## src/rtl/hbbs_pkg.sv

```systemverilog
// Package for the stereo head-bump bandpass block: widths, register and op codes,
// sequencer states, the state-memory request struct and saturation helpers.
// No dependencies.
package hbbs_pkg;

  localparam int SAMPLE_W   = 24;
  localparam int DRIVE_W    = 30;
  localparam int WET_W      = 17;
  localparam int COEF_W     = 32;
  localparam int CFG_IDX_W  = 3;
  localparam int CFG_DATA_W = 32;

  localparam logic [DRIVE_W-1:0] DRIVE_RESET = 30'd53687091;
  localparam logic [WET_W-1:0]   WET_RESET   = 17'd32768;
  localparam logic [WET_W-1:0]   WET_FULL    = 17'd65536;

  // Cubic coefficient, Q0.16
  localparam logic [15:0] CUBIC_COEF_Q16 = 16'd4050;

  // Integrator, cube intermediates and biquad words
  localparam int H_W   = 32;
  localparam int H2_W  = 39;
  localparam int T_W   = 38;
  localparam int Y_W   = 40;
  localparam int FF_W  = 42;
  localparam int ACC_W = 57;
  localparam int VAL_W = 60;
  localparam int MAG_W = 58;

  // Shared multiplier: A is taken in two halves against a full B
  localparam int MUL_A_W   = 40;
  localparam int MUL_B_W   = 32;
  localparam int MUL_SPLIT = 20;
  localparam int MUL_HI_W  = MUL_A_W - MUL_SPLIT;
  localparam int MUL_PP_W  = MUL_SPLIT + MUL_B_W;
  localparam int PROD_W    = MUL_A_W + MUL_B_W;

  localparam int SH_DRIVE  = 29;
  localparam int SH_SQUARE = 24;
  localparam int SH_CUBEC  = 16;
  localparam int SH_CUBE   = 24;
  localparam int SH_COEF   = 30;
  localparam int SH_MIX    = 17;

  // State memory: one row of entries per channel
  localparam int ST_W     = 40;
  localparam int ENT_W    = 3;
  localparam int ST_AW    = 1 + ENT_W;
  localparam int ST_DEPTH = 2 ** ST_AW;

  localparam logic [ENT_W-1:0] ENT_H     = 3'd0;
  localparam logic [ENT_W-1:0] ENT_S1A   = 3'd1;
  localparam logic [ENT_W-1:0] ENT_S2A   = 3'd2;
  localparam logic [ENT_W-1:0] ENT_S1B   = 3'd3;
  localparam logic [ENT_W-1:0] ENT_S2B   = 3'd4;
  localparam logic [ENT_W-1:0] ENT_COUNT = 3'd5;

  typedef enum logic [CFG_IDX_W-1:0] {
    REG_DRIVE_GAIN,
    REG_WET_FRACTION,
    REG_FIRST_A0,
    REG_FIRST_B1,
    REG_FIRST_B2,
    REG_SECOND_A0,
    REG_SECOND_B1,
    REG_SECOND_B2
  } cfg_reg_t;

  typedef enum logic [2:0] {
    ST_IDLE,
    ST_LOAD,
    ST_ISSUE,
    ST_WAIT,
    ST_POST,
    ST_FLUSH
  } seq_state_t;

  typedef enum logic [3:0] {
    OP_DRIVE,
    OP_SQUARE,
    OP_CUBE_COEF,
    OP_CUBE,
    OP_BQ1_FF,
    OP_BQ1_B1,
    OP_BQ1_B2,
    OP_BQ2_FF,
    OP_BQ2_B1,
    OP_BQ2_B2,
    OP_MIX_WET,
    OP_MIX_DRY
  } op_t;

  typedef struct packed {
    logic             re;
    logic [ST_AW-1:0] raddr;
    logic             we;
    logic [ST_AW-1:0] waddr;
  } mem_req_t;

  function automatic logic signed [23:0] sat24(input logic signed [VAL_W-1:0] v);
    logic signed [23:0] r;
    if (v[VAL_W-1:23] == {(VAL_W-23){v[VAL_W-1]}}) r = v[23:0];
    else if (v[VAL_W-1]) r = {1'b1, 23'b0};
    else r = {1'b0, {23{1'b1}}};
    return r;
  endfunction

  function automatic logic signed [31:0] sat32(input logic signed [VAL_W-1:0] v);
    logic signed [31:0] r;
    if (v[VAL_W-1:31] == {(VAL_W-31){v[VAL_W-1]}}) r = v[31:0];
    else if (v[VAL_W-1]) r = {1'b1, 31'b0};
    else r = {1'b0, {31{1'b1}}};
    return r;
  endfunction

  function automatic logic signed [39:0] sat40(input logic signed [VAL_W-1:0] v);
    logic signed [39:0] r;
    if (v[VAL_W-1:39] == {(VAL_W-39){v[VAL_W-1]}}) r = v[39:0];
    else if (v[VAL_W-1]) r = {1'b1, 39'b0};
    else r = {1'b0, {39{1'b1}}};
    return r;
  endfunction

endpackage

```

## src/rtl/hbbs_mul.sv

```systemverilog
// Shared unsigned multiplier: product of a 40-bit and a 32-bit magnitude, taken in halves.
// Depends on hbbs_pkg for operand and product widths.
module hbbs_mul (
  input  logic                         clk,
  input  logic                         start,
  input  logic [hbbs_pkg::MUL_A_W-1:0] a,
  input  logic [hbbs_pkg::MUL_B_W-1:0] b,
  output logic [hbbs_pkg::PROD_W-1:0]  prod
);

  logic [hbbs_pkg::MUL_HI_W-1:0] a_hi;
  logic [hbbs_pkg::MUL_B_W-1:0]  b_q;
  logic [hbbs_pkg::MUL_PP_W-1:0] p_lo;
  logic [hbbs_pkg::MUL_PP_W-1:0] p_hi;

  assign p_hi = a_hi * b_q;

  // On start the low half product is registered; the high half is then folded in at prod
  always_ff @(posedge clk) begin
    if (start) begin
      p_lo <= a[hbbs_pkg::MUL_SPLIT-1:0] * b;
      a_hi <= a[hbbs_pkg::MUL_A_W-1:hbbs_pkg::MUL_SPLIT];
      b_q  <= b;
    end
    prod <= {p_hi, {hbbs_pkg::MUL_SPLIT{1'b0}}} + hbbs_pkg::PROD_W'(p_lo);
  end

endmodule

```

## config.mk

```make
export PLATFORM = sky130hd
export DESIGN_NAME = hbbs_mul
export DESIGN_NICKNAME = d
export VERILOG_FILES = /design/src/rtl/hbbs_pkg.sv /design/src/rtl/hbbs_mul.sv
export SDC_FILE = /design/constraint.sdc
export NUM_CORES = 2
export LEC_CHECK = 0
export BUFFER_PORTS_ARGS = -buffer_cell sky130_fd_sc_hd__buf_4
export CAP_MARGIN = 40
export CORE_MARGIN = 2
export CORE_UTILIZATION = 30
export CTS_BUF_LIST = sky130_fd_sc_hd__clkbuf_8
export CTS_CLUSTER_DIAMETER = 80
export DETAILED_ROUTE_END_ITERATION = 12
export GPL_TIMING_DRIVEN = 0
export HOLD_SLACK_MARGIN = 0.06
export PLACE_DENSITY = 0.51
export SETUP_SLACK_MARGIN = 0.2
export SYNTH_ARGS = -nofsm -noshare
export SYNTH_HDL_FRONTEND = slang
export SYNTH_SLANG_ARGS = --single-unit
```

## constraint.sdc

```tcl
create_clock -name clk -period 14.75 [get_ports clk]
set_input_delay 0.7375 -clock clk [delete_from_list [all_inputs] [get_ports clk]]
set_output_delay 0.7375 -clock clk [all_outputs]
set_load 0.02 [all_outputs]
```

# Word level (Yosys, flattened, before mapping)
# Cells that the tools add are included.
[totals] in_bits=74 ff_bits=176 wordCells=7 output_inout_bits=72
[op_classes] multipliers=2 addsub=1
[op_table] operator="multiplier 20 x 32 -> 52 bit" n=2
[op_table] operator="adder 72 x 52 -> 72 bit" n=1

# Logic depth before layout (Yosys ltp)
[logic_depth] ltp_word=2 depth_mapped=41 ltp_nobuf=37

# Worst setup path before layout
# OpenSTA, ideal clock, no wires.
[synth_path] path_kind="register to register" from="register a_hi[2] (netlist bit)" to="register prod[70] (netlist bit)" arrival_time_ns=8.553 path_stages_with_launch=38 synth_period_minus_slack_ns=8.683 n_path_buf=1 t_required_ns=14.620 setup_ns=0.130 path_slack_ns=6.067 path_cell_list="edfxtp_1 clkbuf_1 and2_1 fa_1 fa_1 inv_1 fa_1 inv_1 fa_1 inv_1 fa_1 inv_1 fa_1 inv_1 fa_1 inv_1 ha_1 nor2_1 (+2 left out) a21o_1 nand2_4 or2b_1 nand2_1 a21oi_1 xnor2_1 ha_1 a21o_1 a21o_1 a21oi_1 nand2_1 a21o_1 a21oi_1 a2111oi_2 and2_1 or3b_2 nor3_2 xnor2_1"
[synth_via] elab_chain_cells=2
[synth_lines] item="start: declaration" line="hbbs_mul.sv:11" rtl="logic [hbbs_pkg::MUL_HI_W-1:0] a_hi;"
[synth_lines] item="start signal: assignment" line="hbbs_mul.sv:22" rtl="a_hi <= a[hbbs_pkg::MUL_A_W-1:hbbs_pkg::MUL_SPLIT];"
[synth_lines] item="multiplier 20 x 32 -> 52 bit" line="hbbs_mul.sv:16" rtl="assign p_hi = a_hi * b_q;"
[synth_lines] item="adder 72 x 52 -> 72 bit" line="hbbs_mul.sv:25" rtl="prod <= {p_hi, {hbbs_pkg::MUL_SPLIT{1'b0}}} + hbbs_pkg::PROD_W'(p_lo);"
[synth_lines] item="end signal: assignment" line="hbbs_mul.sv:25"
[synth_lines] item="end: declaration" line="hbbs_mul.sv:8" rtl="output logic [hbbs_pkg::PROD_W-1:0] prod"
# No other way between the ends.
# A chain may end at the register's enable or synchronous reset.

# Final worst setup path
[layout_path] from="register a_hi[11] (netlist bit)" to="register prod[66] (netlist bit)"
# The elaborated chain is that of the path after synthesis.

==> results.py <==
metrics = {
    "run_status": {
        "status": "complete, no violations",
    },
    "final_layout": {
        "nNetsFinal": 6893,
        "mostFrequentLayoutCells": "1130 x inv_1, 1073 x fa_1, 884 x nand2_1",
        "final_common_cell": "inv_1",
        "syn_to_final_growth_pct": 10.23,
        "layout-drive-gt1-share": 0.04942,
    },
    "worst_setup_path": {
        "r2r_start": "a_hi[11]",
        "worst_path_most_repeated_cell": "fa_1",
        "r2r_end": "prod[66]",
        "reg2reg_depth": 37,
        "start_kind": "register",
        "crit_required_ns": 15.28,
        "crit_arrival_ns": 11.93,
        "criticalPathCategory": "register to register",
        "end_kind": "register",
        "slowest_delay_ns": 0.76,
        "slowest_stage": "clkbuf_1",
        "reg2reg_setup_slack_ns": 3.35,
        "crit_fanout": 10,
    },
    "synth": {
        "synthArstFlopShare": 0,
        "synth_seq_cells": 176,
        "synth_nets": 6673,
        "synth_edf_count": 104,
        "yosys_warnings": 0,
        "synthDominantCellAreaShare": 0.4537,
        "ys_types": 73,
        "ys.flop_type": "edfxtp_1",
        "avgSynthCellArea_um2": 9.157,
        "syn_area_um2": 47340,
        "syn_inst": 5170,
        "synth_top_area_cell": "fa_1",
        "synth.yosys.seq_area_share": 0.09642,
        "synth_area_leaders": "fa_1 45%, ha_1 9.4%, inv_1 9.0%",
    },
    "global_routing": {
        "grt_pass1_wl_um": 258200,
        "grt_use_total": 0.2207,
        "antenna_found_initial": 20,
        "grt_pass1_vias": 38480,
        "grt_max_degree": 62,
        "grt-ovfl-total": 0,
    },
    "worst_hold_path": {
        "worstHoldPathType": "input port to register",
        "hold_path.startpoint": "a[25]",
        "worstHoldEndpoint": "a_hi[5]",
        "hold_depth": 1,
    },
    "sta": {
        "max_slew.worst_pin.slew_ns": 1.000,
        "period_minus_slack_ns": 11.40,
        "setup_tns_ns": 0,
        "min_period_over_period": 0.7728,
        "final_max_slew_viol_count": 0,
        "slew_headroom": 0.3331,
        "finClkSkew_ns": 0.06392,
        "rsz0062_at_grt": "no",
        "hold_ws_ns": 0.2868,
        "setup_violations": 0,
        "max_freq_ghz": 0.08773,
        "final-hold-violation-count": 0,
    },
    "detailed_routing": {
        "wl_per_cell_um": 23.43,
        "antenna_left": 0,
        "routed_wl_um": 175000,
        "drt_iter0_drc": 2649,
        "vias_per_cell": 4.835,
        "via_count": 36110,
        "firstDrtPassIters": 5,
        "drt_drc_violations_left": 0,
    },
    "clocking": {
        "clk_pin_slew_ns": 0.12,
        "clock_path_buffers": 2,
        "root_buffer": "clkbuf_8",
        "cts.repair.resized": 0,
        "cts_sinks": 176,
        "cts_htree_levels": 4,
        "clkLatencyLatePin_ns": 0.66,
        "post_cts_buffers": 0,
        "cts_buffers": 17,
        "cts_tree": "built",
        "hold_buffers": 0,
    },
    "place": {
        "routabilityCongestion": 0.9511,
        "dp_hpwl_um": 149800,
        "port_buffers": 145,
    },
    "floorplan": {
        "pin_count": 146,
        "rows": 145,
        "chipHeight_um": 401.2,
        "start_util": 0.3027,
        "die-width_um": 401.2,
        "core_region_area_um2": 156400,
        "dieArea_um2": 161000,
    },
    "flow_run": {
        "maxCapViolCount": 0,
    },
}
cell usage after synthesis (11+ instances only):
library cell / instances
a211oi_1: 26
a21o_1: 53
a21oi_1: 133
a31oi_1: 16
and2_1: 485
and3_1: 11
clkbuf_1: 269
dfxtp_1: 72
edfxtp_1: 104
fa_1: 1073
ha_1: 356
inv_1: 1130
nand2_1: 884
nand2b_1: 16
nand3_1: 30
nand4_1: 19
nor2_1: 73
nor2b_1: 15
nor3_1: 20
o21a_1: 19
o21ai_0: 79
o21bai_1: 25
xnor2_1: 96
xor2_1: 45
routing by layer:
layer  wire length, µm  global-route usage  vias to the layer above
met2             82570              0.3627                     1352
met4              8535             0.09864                        6
met3             12240             0.03151                      278
li1                  -                   -                    15780
met5                44                   0                        -
met1             71580              0.2883                    18690
state kept, by name (all words and copies together) (netlist names):
signal / flops
b_q: 32
a_hi: 20
prod: 72
p_lo: 52
logic make-up after synthesis:
family / share of synthesized area
simple gates: 0.1611
compound gates: 0.05643
xor+xnor: 0.02609
buf+inv: 0.1121
fa+ha+maj: 0.5478
flops: 0.09642
worst max path at each step:
stage | from | endpoint | cells after the start
global placement | a_hi[14] | prod[69] | 35
detailed placement | a_hi[11] | prod[66] | 37
CTS | a_hi[11] | prod[66] | 37
finish | a_hi[11] | prod[66] | 37
floorplan | a_hi[2] | prod[70] | 37
global route | a_hi[14] | prod[66] | 37
per-stage QoR:
step                cells    util  cell area [µm²]  setup slack [ns]
floorplan            5170       -            47340             6.067
global placement     7373  0.3261            51000             2.867
detailed placement   7428  0.3306            51690             3.348
CTS                  7460  0.3335            52150             3.252
global route         7462  0.3336            52170             2.944
finish               7468  0.3337            52180             3.351
worst max-delay path: cells and delay by family (launching register included):
family	cells	cell delay (ns)
buffers and inverters	8	1.78
and+or+nand+nor	8	1.87
xor gates and xnor gates	2	0.72
AOI/OAI and AO/OA	10	2.22
DFF	1	0.57
adders and majority gates	9	4.14
final cells by class:
| cell class | count | area [µm²] |
|---|---|---|
| antenna | 7 | 17.52 |
| buffer | 280 | 1065 |
| clock buffer | 17 | 234.0 |
| clock inverter | 15 | 220.2 |
| fill | 16570 | 104200 |
| inverter | 1130 | 4242 |
| multi-input combinational | 3584 | 37470 |
| sequential | 176 | 4564 |
| tap | 2058 | 2575 |
| timing repair buffer | 201 | 1794 |
Power is not shown: default switching activity piles up to over one toggle a cycle in this logic, so the estimate is an artifact.
