**src/rtl/hbbs_pkg.sv**
```systemverilog
// Package for the stereo head-bump bandpass block: widths, register and op codes,
// sequencer states, the state-memory request struct and saturation helpers.
// No dependencies.
package hbbs_pkg;

  localparam int SAMPLE_W   = 24;
  localparam int DRIVE_W    = 30;
  localparam int WET_W      = 17;
  localparam int COEF_W     = 32;
  localparam int CFG_IDX_W  = 3;
  localparam int CFG_DATA_W = 32;

  localparam logic [DRIVE_W-1:0] DRIVE_RESET = 30'd53687091;
  localparam logic [WET_W-1:0]   WET_RESET   = 17'd32768;
  localparam logic [WET_W-1:0]   WET_FULL    = 17'd65536;

  // Cubic coefficient, Q0.16
  localparam logic [15:0] CUBIC_COEF_Q16 = 16'd4050;

  // Integrator, cube intermediates and biquad words
  localparam int H_W   = 32;
  localparam int H2_W  = 39;
  localparam int T_W   = 38;
  localparam int Y_W   = 40;
  localparam int FF_W  = 42;
  localparam int ACC_W = 57;
  localparam int VAL_W = 60;
  localparam int MAG_W = 58;

  // Shared multiplier: A is taken in two halves against a full B
  localparam int MUL_A_W   = 40;
  localparam int MUL_B_W   = 32;
  localparam int MUL_SPLIT = 20;
  localparam int MUL_HI_W  = MUL_A_W - MUL_SPLIT;
  localparam int MUL_PP_W  = MUL_SPLIT + MUL_B_W;
  localparam int PROD_W    = MUL_A_W + MUL_B_W;

  localparam int SH_DRIVE  = 29;
  localparam int SH_SQUARE = 24;
  localparam int SH_CUBEC  = 16;
  localparam int SH_CUBE   = 24;
  localparam int SH_COEF   = 30;
  localparam int SH_MIX    = 17;

  // State memory: one row of entries per channel
  localparam int ST_W     = 40;
  localparam int ENT_W    = 3;
  localparam int ST_AW    = 1 + ENT_W;
  localparam int ST_DEPTH = 2 ** ST_AW;

  localparam logic [ENT_W-1:0] ENT_H     = 3'd0;
  localparam logic [ENT_W-1:0] ENT_S1A   = 3'd1;
  localparam logic [ENT_W-1:0] ENT_S2A   = 3'd2;
  localparam logic [ENT_W-1:0] ENT_S1B   = 3'd3;
  localparam logic [ENT_W-1:0] ENT_S2B   = 3'd4;
  localparam logic [ENT_W-1:0] ENT_COUNT = 3'd5;

  typedef enum logic [CFG_IDX_W-1:0] {
    REG_DRIVE_GAIN,
    REG_WET_FRACTION,
    REG_FIRST_A0,
    REG_FIRST_B1,
    REG_FIRST_B2,
    REG_SECOND_A0,
    REG_SECOND_B1,
    REG_SECOND_B2
  } cfg_reg_t;

  typedef enum logic [2:0] {
    ST_IDLE,
    ST_LOAD,
    ST_ISSUE,
    ST_WAIT,
    ST_POST,
    ST_FLUSH
  } seq_state_t;

  typedef enum logic [3:0] {
    OP_DRIVE,
    OP_SQUARE,
    OP_CUBE_COEF,
    OP_CUBE,
    OP_BQ1_FF,
    OP_BQ1_B1,
    OP_BQ1_B2,
    OP_BQ2_FF,
    OP_BQ2_B1,
    OP_BQ2_B2,
    OP_MIX_WET,
    OP_MIX_DRY
  } op_t;

  typedef struct packed {
    logic             re;
    logic [ST_AW-1:0] raddr;
    logic             we;
    logic [ST_AW-1:0] waddr;
  } mem_req_t;

  function automatic logic signed [23:0] sat24(input logic signed [VAL_W-1:0] v);
    logic signed [23:0] r;
    if (v[VAL_W-1:23] == {(VAL_W-23){v[VAL_W-1]}}) r = v[23:0];
    else if (v[VAL_W-1]) r = {1'b1, 23'b0};
    else r = {1'b0, {23{1'b1}}};
    return r;
  endfunction

  function automatic logic signed [31:0] sat32(input logic signed [VAL_W-1:0] v);
    logic signed [31:0] r;
    if (v[VAL_W-1:31] == {(VAL_W-31){v[VAL_W-1]}}) r = v[31:0];
    else if (v[VAL_W-1]) r = {1'b1, 31'b0};
    else r = {1'b0, {31{1'b1}}};
    return r;
  endfunction

  function automatic logic signed [39:0] sat40(input logic signed [VAL_W-1:0] v);
    logic signed [39:0] r;
    if (v[VAL_W-1:39] == {(VAL_W-39){v[VAL_W-1]}}) r = v[39:0];
    else if (v[VAL_W-1]) r = {1'b1, 39'b0};
    else r = {1'b0, {39{1'b1}}};
    return r;
  endfunction

endpackage

```
**src/rtl/hbbs_ram.sv**
```systemverilog
// Generic single-clock RAM: one write port, one read port with registered data.
// Depends on hbbs_pkg for default sizes only.
module hbbs_ram #(
  parameter int WIDTH = hbbs_pkg::ST_W,
  parameter int DEPTH = hbbs_pkg::ST_DEPTH
) (
  input  logic                     clk,
  input  logic                     we,
  input  logic [$clog2(DEPTH)-1:0] waddr,
  input  logic [WIDTH-1:0]         wdata,
  input  logic                     re,
  input  logic [$clog2(DEPTH)-1:0] raddr,
  output logic [WIDTH-1:0]         rdata
);

  logic [WIDTH-1:0] mem [DEPTH];

  always_ff @(posedge clk) begin
    if (we) begin
      mem[waddr] <= wdata;
    end
    if (re) begin
      rdata <= mem[raddr];
    end
  end

endmodule

```
**src/rtl/hbbs_store.sv**
```systemverilog
// State store: integrators and biquad delays in one RAM, with per-entry valid bits
// so that never-written entries read as zero after reset. Depends on hbbs_pkg, hbbs_ram.
module hbbs_store (
  input  logic                      clk,
  input  logic                      rst,
  input  hbbs_pkg::mem_req_t        req,
  input  logic [hbbs_pkg::ST_W-1:0] wdata,
  output logic [hbbs_pkg::ST_W-1:0] rdata
);

  logic [hbbs_pkg::ST_DEPTH-1:0] vld;
  logic                          rd_vld;
  logic [hbbs_pkg::ST_W-1:0]     ram_q;

  hbbs_ram #(
    .WIDTH(hbbs_pkg::ST_W),
    .DEPTH(hbbs_pkg::ST_DEPTH)
  ) u_ram (
    .clk  (clk),
    .we   (req.we),
    .waddr(req.waddr),
    .wdata(wdata),
    .re   (req.re),
    .raddr(req.raddr),
    .rdata(ram_q)
  );

  always_ff @(posedge clk) begin
    if (rst) begin
      vld    <= '0;
      rd_vld <= 1'b0;
    end else begin
      if (req.we) begin
        vld[req.waddr] <= 1'b1;
      end
      if (req.re) begin
        rd_vld <= vld[req.raddr];
      end
    end
  end

  assign rdata = rd_vld ? ram_q : '0;

endmodule

```
**config.mk**
```make
export PLATFORM = sky130hd
export DESIGN_NAME = hbbs_store
export DESIGN_NICKNAME = d
export VERILOG_FILES = /design/src/rtl/hbbs_pkg.sv /design/src/rtl/hbbs_ram.sv /design/src/rtl/hbbs_store.sv
export SDC_FILE = /design/constraint.sdc
export NUM_CORES = 1
export LEC_CHECK = 0
export BUFFER_PORTS_ARGS = -buffer_cell sky130_fd_sc_hd__buf_2
export CORE_MARGIN = 8
export CORE_UTILIZATION = 50
export DETAILED_ROUTE_END_ITERATION = 10
export PLACE_DENSITY_LB_ADDON = 0.05
export SLEW_MARGIN = 20
export SYNTH_ARGS = -nofsm -noshare
export SYNTH_HDL_FRONTEND = slang
export SYNTH_SLANG_ARGS = --single-unit
```
**constraint.sdc**
```tcl
create_clock -name clk -period 6.1 [get_ports clk]
set_clock_uncertainty 0.15 [all_clocks]
set_input_delay 0.61 -clock clk [delete_from_list [all_inputs] [get_ports clk]]
set_output_delay 0.61 -clock clk [all_outputs]
set_load 0.05 [all_outputs]
```
# Yosys cells after proc, flatten, opt, wreduce, memory -nomap -nowiden

Memories as Yosys holds them, arrays and structs flattened. A register that Yosys moved wholly into a read port is not among the register bits.
Cells that the tools add are included.

$mul: 0
Bitwise logic cells: 1
$add $sub $neg: 0
Order comparisons: 3
Shifts and indexed selects: 0
Muxes and demuxes: 7
Reductions and logical operators: 1
Equality and inequality tests: 0
Div/mod/pow operators: 0

Operators with widths:

| cell                                                                  | number |
|---|---|
| 40-bit two-way mux                                                    | 1 |
| 16-bit bitwise OR                                                     | 1 |
| 4-bit by 5-bit < comparator with 1-bit output, second input constant  | 2 |
| 1-bit binary-select mux with 4-bit select                             | 1 |
| 1-bit demux with 4-bit select                                         | 1 |
| 4-bit by 1-bit >= comparator with 1-bit output, second input constant | 1 |
| 1-bit two-way mux                                                     | 4 |
| 1-bit logical AND                                                     | 1 |

Memories kept: 1
Register bits after elaboration: 17
Word-level logic and storage cells: 15
Latch bits: 0
RAM bits: 640
Output and inout bits: 40
Bits in read-only memories: 0

Memories:

| memory    | depth | bits a word | rd ports | clocked after Yosys merged registers in | write ports | line           | text |
|---|---|---|---|---|---|---|---|
| u_ram.mem | 16    | 40          | 1        | 1                                       | 1           | hbbs_ram.sv:16 | `logic [WIDTH-1:0] mem [DEPTH];` |

# Longest topological paths before layout

Gate-level depths: netlist (run 1).

Word-level depth: 5
Mapped depth: 7

# Cells and area by module

A second synthesis (run 1) with hierarchy kept.

Cells, all modules: 1163
Area total of the unflattened synthesis: 26532.9 sq um

By module, submodules not included:

| module     | area each (sq um) | times used | cells an instance | seq. area each (sq um) |
|---|---|---|---|---|
| hbbs_ram   | 25532.0           | 1          | 1040              | 20419.6 |
| hbbs_store | 1001.0            | 1          | 123               | 340.3 |

# Least setup slack after synthesis (run 1)

OpenSTA, ideal clock, no wires.

Path type: input-to-reg
Start point: input req[2] in the netlist's numbering
End point: memory u_ram.mem[0][0] in the netlist's numbering, enable pin
Path buffers: 0
Arrival time: 3914 ps
Path slack: 1546 ps
Stages on the path: 2
Cell sequence: or3b_2 > nor3_1

RTL lines:

| item            | line            | text |
|---|---|---|
| start, declared | hbbs_store.sv:6 | `input hbbs_pkg::mem_req_t req,` |
| end, declared   | hbbs_ram.sv:16  |  |

Straight into the memory's write port.

# Final worst setup path (run 1)

Start point: register rd_vld
End point: output rdata[0] in the netlist's numbering

Longest elaborated chain between the ends: 1

Ends and longest elaborated chain:

| item                   | line             | text |
|---|---|---|
| start, declared        | hbbs_store.sv:12 | `logic rd_vld;` |
| start signal, assigned | hbbs_store.sv:37 | `rd_vld <= vld[req.raddr];` |
| 40-bit two-way mux     | hbbs_store.sv:42 | `assign rdata = rd_vld ? ram_q : '0;` |
| end, declared          | hbbs_store.sv:8  | `output logic [hbbs_pkg::ST_W-1:0] rdata` |

No other way between the ends.

==> impl_metrics.ini, run 1 <==
[floorplan]
coreArea_mm2 = 0.0521
die_x_um = 245
rows = 84
start_util = 0.502
fp.dieArea_mm2 = 0.0600
pin_count = 92
die_h_um = 245

[yosys]
seq_area_frac_synth = 0.793
synth_area_leaders = edfxtp_1 78%, mux4_2 17%, dfxtp_1 1.3%
synth_warnings = 0
synth_cells = 1061
ys_ff_latch = 697
yosysUniqueCellTypes = 22
syn_area_mm2 = 0.0262
synth_top_cell_area_share = 0.780
yosys.area.top_type = edfxtp_1
synth.avg_cell_area_um2 = 24.7
syn_nets = 1113

[cells_and_area]
area_growth_pct = 13.9
post-route-util = 0.572
nets = 1253
most-common-layout-cells = 680 x edfxtp_1, 202 x mux4_2, 88 x buf_2
layout-drive-gt1-share = 0.349
layout_commonest_cell = edfxtp_1
fillers = 3872

[route]
dr.pass1.iters = 5
via_per_inst = 5.89
routed-wl-met2_um = 27400
drc = 0
vias = 11500
routed_wirelength_um = 56900
wl_met1_um = 25600
topRoutingLayerUsed = met5
ant_nets = 0
post_drt_wl_per_cell_um = 29.2
drtIter0Drc = 1132
met3WireLength_um = 2640

[pwr]
ir_worst_vdd_uv = 186
power_frac_comb = 0.048
power.internal_mw = 8.03
p_switching_mw = 2.07
p_per_area_mw_per_mm2 = 338
pwr-share-clk = 0.416
power_leakage_nw = 9.53
share_seq_of_total_power = 0.536
swShare = 0.205

[clocking]
cts.sinks = 697
cts_buffers = 72
h-tree-depth = 3
postCtsHoldBufs = 0
clkTransAtPathRegs_ps = 60
clk_root_buffer_cell = clkbuf_16
cts_tree = yes
ctsLongestPathBuffers = 3
cts_resized = 0
cts_setup_buffers = 0
insertion_delay_ps = 600

[global_route]
track_usage = 0.193
grt_max_degree = 79
grt_pass1_wl_um = 83700
grt_pass1_vias = 12300
antenna_found_initial = 3
overflow = 0

[sta]
holdWs_ps = 234
final_hold_viol_count = 0
setup_viol = 0
fin_ws_ps = 3080
slew_headroom = 0.298
finalSetupTns_ps = 0
fmax_mhz = 332
timing.final.crit_share = 0.494
rsz0062_at_grt = false
worstMarginPinSlew_ps = 1050
report.final.slew_viol_count = 0
fin_crit_ps = 3020

[placement]
dp_hpwl_um = 27500
io_buffers = 91
place_worst_setup_slack_ps = 2740
place_congestion = 0.688

[critical_path]
critPathKind = register to output port
critPathMaxFanout = 23
crit_chain = buf_4 > and2_1 > buf_2
cp-start-kind = register
cp.required_ps = 5340
critical_path_buf_inv_count = 2
cp_slowest_cell = dfxtp_2
cp-end-kind = output port
max_stage_delay_ps = 670
cp_top_family = buffers and inverters
cp.arrival_ps = 2260

[flow_run]
drv_cap = 0

[run_status]
status = completed

[worst_hold_path]
hp-class = primary input to register
worst register-to-register path: cells and delay by family (launching register included):
kind	cells	cell delay [ps]
DFF	1	400
muxes	2	950
power groups by stage:
stage	Clock, mW	Sequential (mW)	Combinational [mW]
floorplan	0	5.50	0.316
global placement	0	5.51	0.487
detailed placement	0	5.51	0.496
CTS	4.30	5.41	0.496
global route	4.47	5.42	0.520
finish	4.20	5.41	0.483
path summary, 6_finish.rpt:
path	from	slack, ps	cells after the start	to
setup / recovery	rd_vld	3080	3	rdata[0]
hold / removal	rst	230	2	vld[9]
setup reg to reg	u_ram.mem[2][15]	4340	2	u_ram.rdata[15]
hold reg to reg	vld[0]	320	2	vld[0]
logic make-up (layout without fill, tap and decap cells):
kind of cell           Yosys count  after routing  share of synthesized area
AOI/OAI and AO/OA                4              4                    0.00124
buffers and inverters           52            248                     0.0110
DFF                            697            697                      0.793
muxes                          206            206                      0.175
other                            0              1                          0
and+or+nand+nor                102            102                     0.0198
layer usage:
layer  global-route usage  vias to the layer above
met2                0.301                      310
met4               0.0599                        4
li1                     -                     4815
met3               0.0334                       89
met5                    0                        -
met1                0.281                     6252
cell type report:
cell class | count | area (µm²) | share of cell area
clock inverter | 33 | 241 | 0.00809
tap | 688 | 861 | 0.0289
clock buffer | 97 | 2010 | 0.0674
multi-input combinational | 312 | 5250 | 0.176
timing repair buffer | 118 | 709 | 0.0238
antenna | 1 | 2.50 | 0.0000839
sequential | 697 | 20800 | 0.696
synth_stat cells:
cell type / number
a221oi_1: 2
a22oi_1: 1
and2_1: 40
buf_1: 5
buf_2: 11
buf_4: 1
buf_6: 10
clkbuf_1: 25
dfxtp_1: 17
edfxtp_1: 680
mux2i_1: 4
mux4_2: 202
nand2_1: 2
nand2b_1: 2
nand3_1: 1
nand3b_1: 3
nor2_1: 47
nor2b_1: 1
nor3_1: 4
o211ai_1: 1
or3b_1: 1
or3b_2: 1
sequential cells by signal (all words and copies together) (netlist names):
| signal | count |
|---|---|
| u_ram.rdata | 40 |
| vld | 16 |
| u_ram.mem | 640 |
| rd_vld | 1 |
stage by stage:
step / power (mW) / cells / cell area [µm²]
floorplan: 5.82 / 1061 / 26200
global placement: 6.00 / 1814 / 27600
detailed placement: 6.01 / 1815 / 27600
CTS: 10.2 / 1945 / 29800
global route: 10.4 / 1945 / 29800
finish: 10.1 / 1946 / 29800
Power figures use the tool's default switching activity.
==> run 2, diff against run 1 <==
Settings changed: ABC_AREA set to 1.
Clock period 6.1 ns to 3.05 ns, I/O delays scaled along.
==> run 2 against run 1 <==
Non-clock buffer count grew 58. Synthesized cell count grew 96%. Total power grew 100%. Design area grew 5.0%. Synthesized area grew 3.9%. Final cell count grew 50%. First-iteration DRC count grew 43%. Flip-flop and latch count is the same. Clock power grew 100%.
==> impl_metrics.ini, run 2 <==
[run_status]
status = completed

[placement]
place_congestion = 0.741
place_area_mm2 = 0.0287
io_buffers = 91
dp_hpwl_um = 32500

[clocking]
cts_tree = yes
cts_setup_buffers = 0
cts_resized = 0
clk_root_buffer_cell = clkbuf_16
cts.sinks = 697
postCtsHoldBufs = 41
insertion_delay_ps = 600
clkTransAtPathRegs_ps = 60
h-tree-depth = 3
ctsLongestPathBuffers = 3
cts_buffers = 72

[critical_path]
cp-start-kind = register
cp.arrival_ps = 2000
max_stage_delay_ps = 570
critPathKind = register to output port
cp-end-kind = output port
r2r_start = rd_vld
crit_start = rd_vld
crit_chain = buf_4 > nand2_1 > inv_1 > buf_2
cp_slowest_cell = dfxtp_2
critPathMaxFanout = 18
cp.required_ps = 2590

[cells_and_area]
finalInstanceArea_mm2 = 0.0313
layout_commonest_cell = edfxtp_1
diodes = 0
layout-drive-gt1-share = 0.113
area_growth_pct = 15.1
top_regs = u_ram.mem x640, u_ram.rdata x40, vld x16
largest-register = u_ram.mem
largest_register_ff_count = 640
nets = 2238
most-common-layout-cells = 680 x edfxtp_1, 488 x nor2_1, 316 x o21ai_0

[floorplan]
die_x_um = 249
pin_count = 92
fp.dieArea_mm2 = 0.0621
die_h_um = 249
start_util = 0.506
rows = 85
coreArea_mm2 = 0.0538

[pwr]
finalPower_mw = 20.5
power_leakage_nw = 10.6
p_per_area_mw_per_mm2 = 654
ir_worst_vdd_uv = 424

[yosys]
async_flop_share = 0
synth_cells = 2077
synthTopCellsByCount = 680 x edfxtp_1, 504 x nor2_1, 316 x o21ai_0
syn_nets = 2129
synth_area_leaders = edfxtp_1 75%, nor2_1 7.0%, o21ai_0 5.8%
syn_area_mm2 = 0.0272
synthMostInstantiatedCell = edfxtp_1
synth_warnings = 0
synth_edf_count = 680
yosys.area.top_type = edfxtp_1
seq_area_frac_synth = 0.763
ys_ff_latch = 697
synth_top_cell_area_share = 0.750
synth_ff_type = edfxtp_1
yosysUniqueCellTypes = 19
synth.avg_cell_area_um2 = 13.1

[route]
vias = 17000
routed_wirelength_um = 69800
dr.pass1.iters = 8
via_per_inst = 5.79
ant_nets = 0
post_drt_wl_per_cell_um = 23.8
drc = 0
drtIter0Drc = 1614

[global_route]
grt_pass1_vias = 16900
overflow = 0
antenna_found_initial = 1
track_usage = 0.222
grt_pass1_wl_um = 106000
grt_max_degree = 119

[sta]
finalSetupTns_ps = 0
report.final.slew_viol_count = 0
fmax_mhz = 407
final_hold_viol_count = 0
setup_viol = 0
timing.final.crit_share = 0.805
rsz0062_at_grt = false
slew_headroom = 0.470
holdWs_ps = 54.8
worstMarginPinSlew_ps = 795
fin_crit_ps = 2460

[worst_hold_path]
hold_start = req[9]
hp-class = primary input to register

[flow_run]
drv_cap = 0
==> run 2: cell count changes in the layout (fill, tap and decap cells not counted), sizes merged, moves of 4 or more <==
cell | before | now
o221ai | 0 | 24
mux4 | 202 | 0
mux2i | 4 | 0
nor2 | 47 | 504
dlygate4sd3 | 0 | 41
buf | 118 | 134
nand3 | 1 | 95
and2 | 40 | 0
nand2 | 2 | 103
o21ai | 0 | 320
o211ai | 1 | 136
clkbuf | 97 | 90
inv | 3 | 51
==> run 2: critical path: cells and delay by family, from the launching register on <==
family	cells	cell delay, ps
buf+inv	3	720
flops	1	570
simple gates	1	110
==> run 2: final cells by class <==
type                    instances  area, µm²
well taps                     696        871
multi-input cells            1186       5740
flip-flops and latches        697      20800
inverters                      53        209
fillers                      4264      22500
clock buffers                  89       1920
clock inverters                31        289
repair buffers                176       1540
==> run 2: routing by layer <==
metal | part of all wire | track usage | wire, µm | vias to the layer above
li1 | - | - | - | 7792
met1 | 0.44 | 0.307 | 30600 | 8525
met2 | 0.48 | 0.366 | 33600 | 550
met3 | 0.060 | 0.0297 | 4180 | 94
met4 | 0.021 | 0.0637 | 1450 | 0
met5 | 0 | 0 | 0 | -
==> run 2: final timing paths <==
check	end	depth (start not counted)	slack, ps
setup / recovery	rdata[32]	4	590
hold / removal	u_ram.rdata[35]	1	50
setup reg to reg	rd_vld	5	1590
hold reg to reg	vld[8]	2	320
==> run 2: per-stage QoR <==
stage          utilization  instances  setup WS, ps
2_1_floorplan            -       2077           145
3_3_place_gp         0.533       2767           756
3_5_place_dp         0.533       2767           753
4_1_cts              0.582       2928           545
5_1_grt              0.582       2928           509
6_report             0.582       2928           595
==> run 2: kinds of logic after synthesis <==
logic type	synth area share
buf+inv	0.0306
flops	0.763
simple gates	0.102
compound gates	0.105
==> run 2: report_power, final <==
| part | switching (mW) | total [mW] | internal, mW |
|---|---|---|---|
| combinational | 0.913 | 1.27 | 0.353 |
| clock | 3.48 | 8.41 | 4.93 |
| sequential | 0.0635 | 10.8 | 10.8 |
| total | 4.46 | 20.5 | 16.0 |
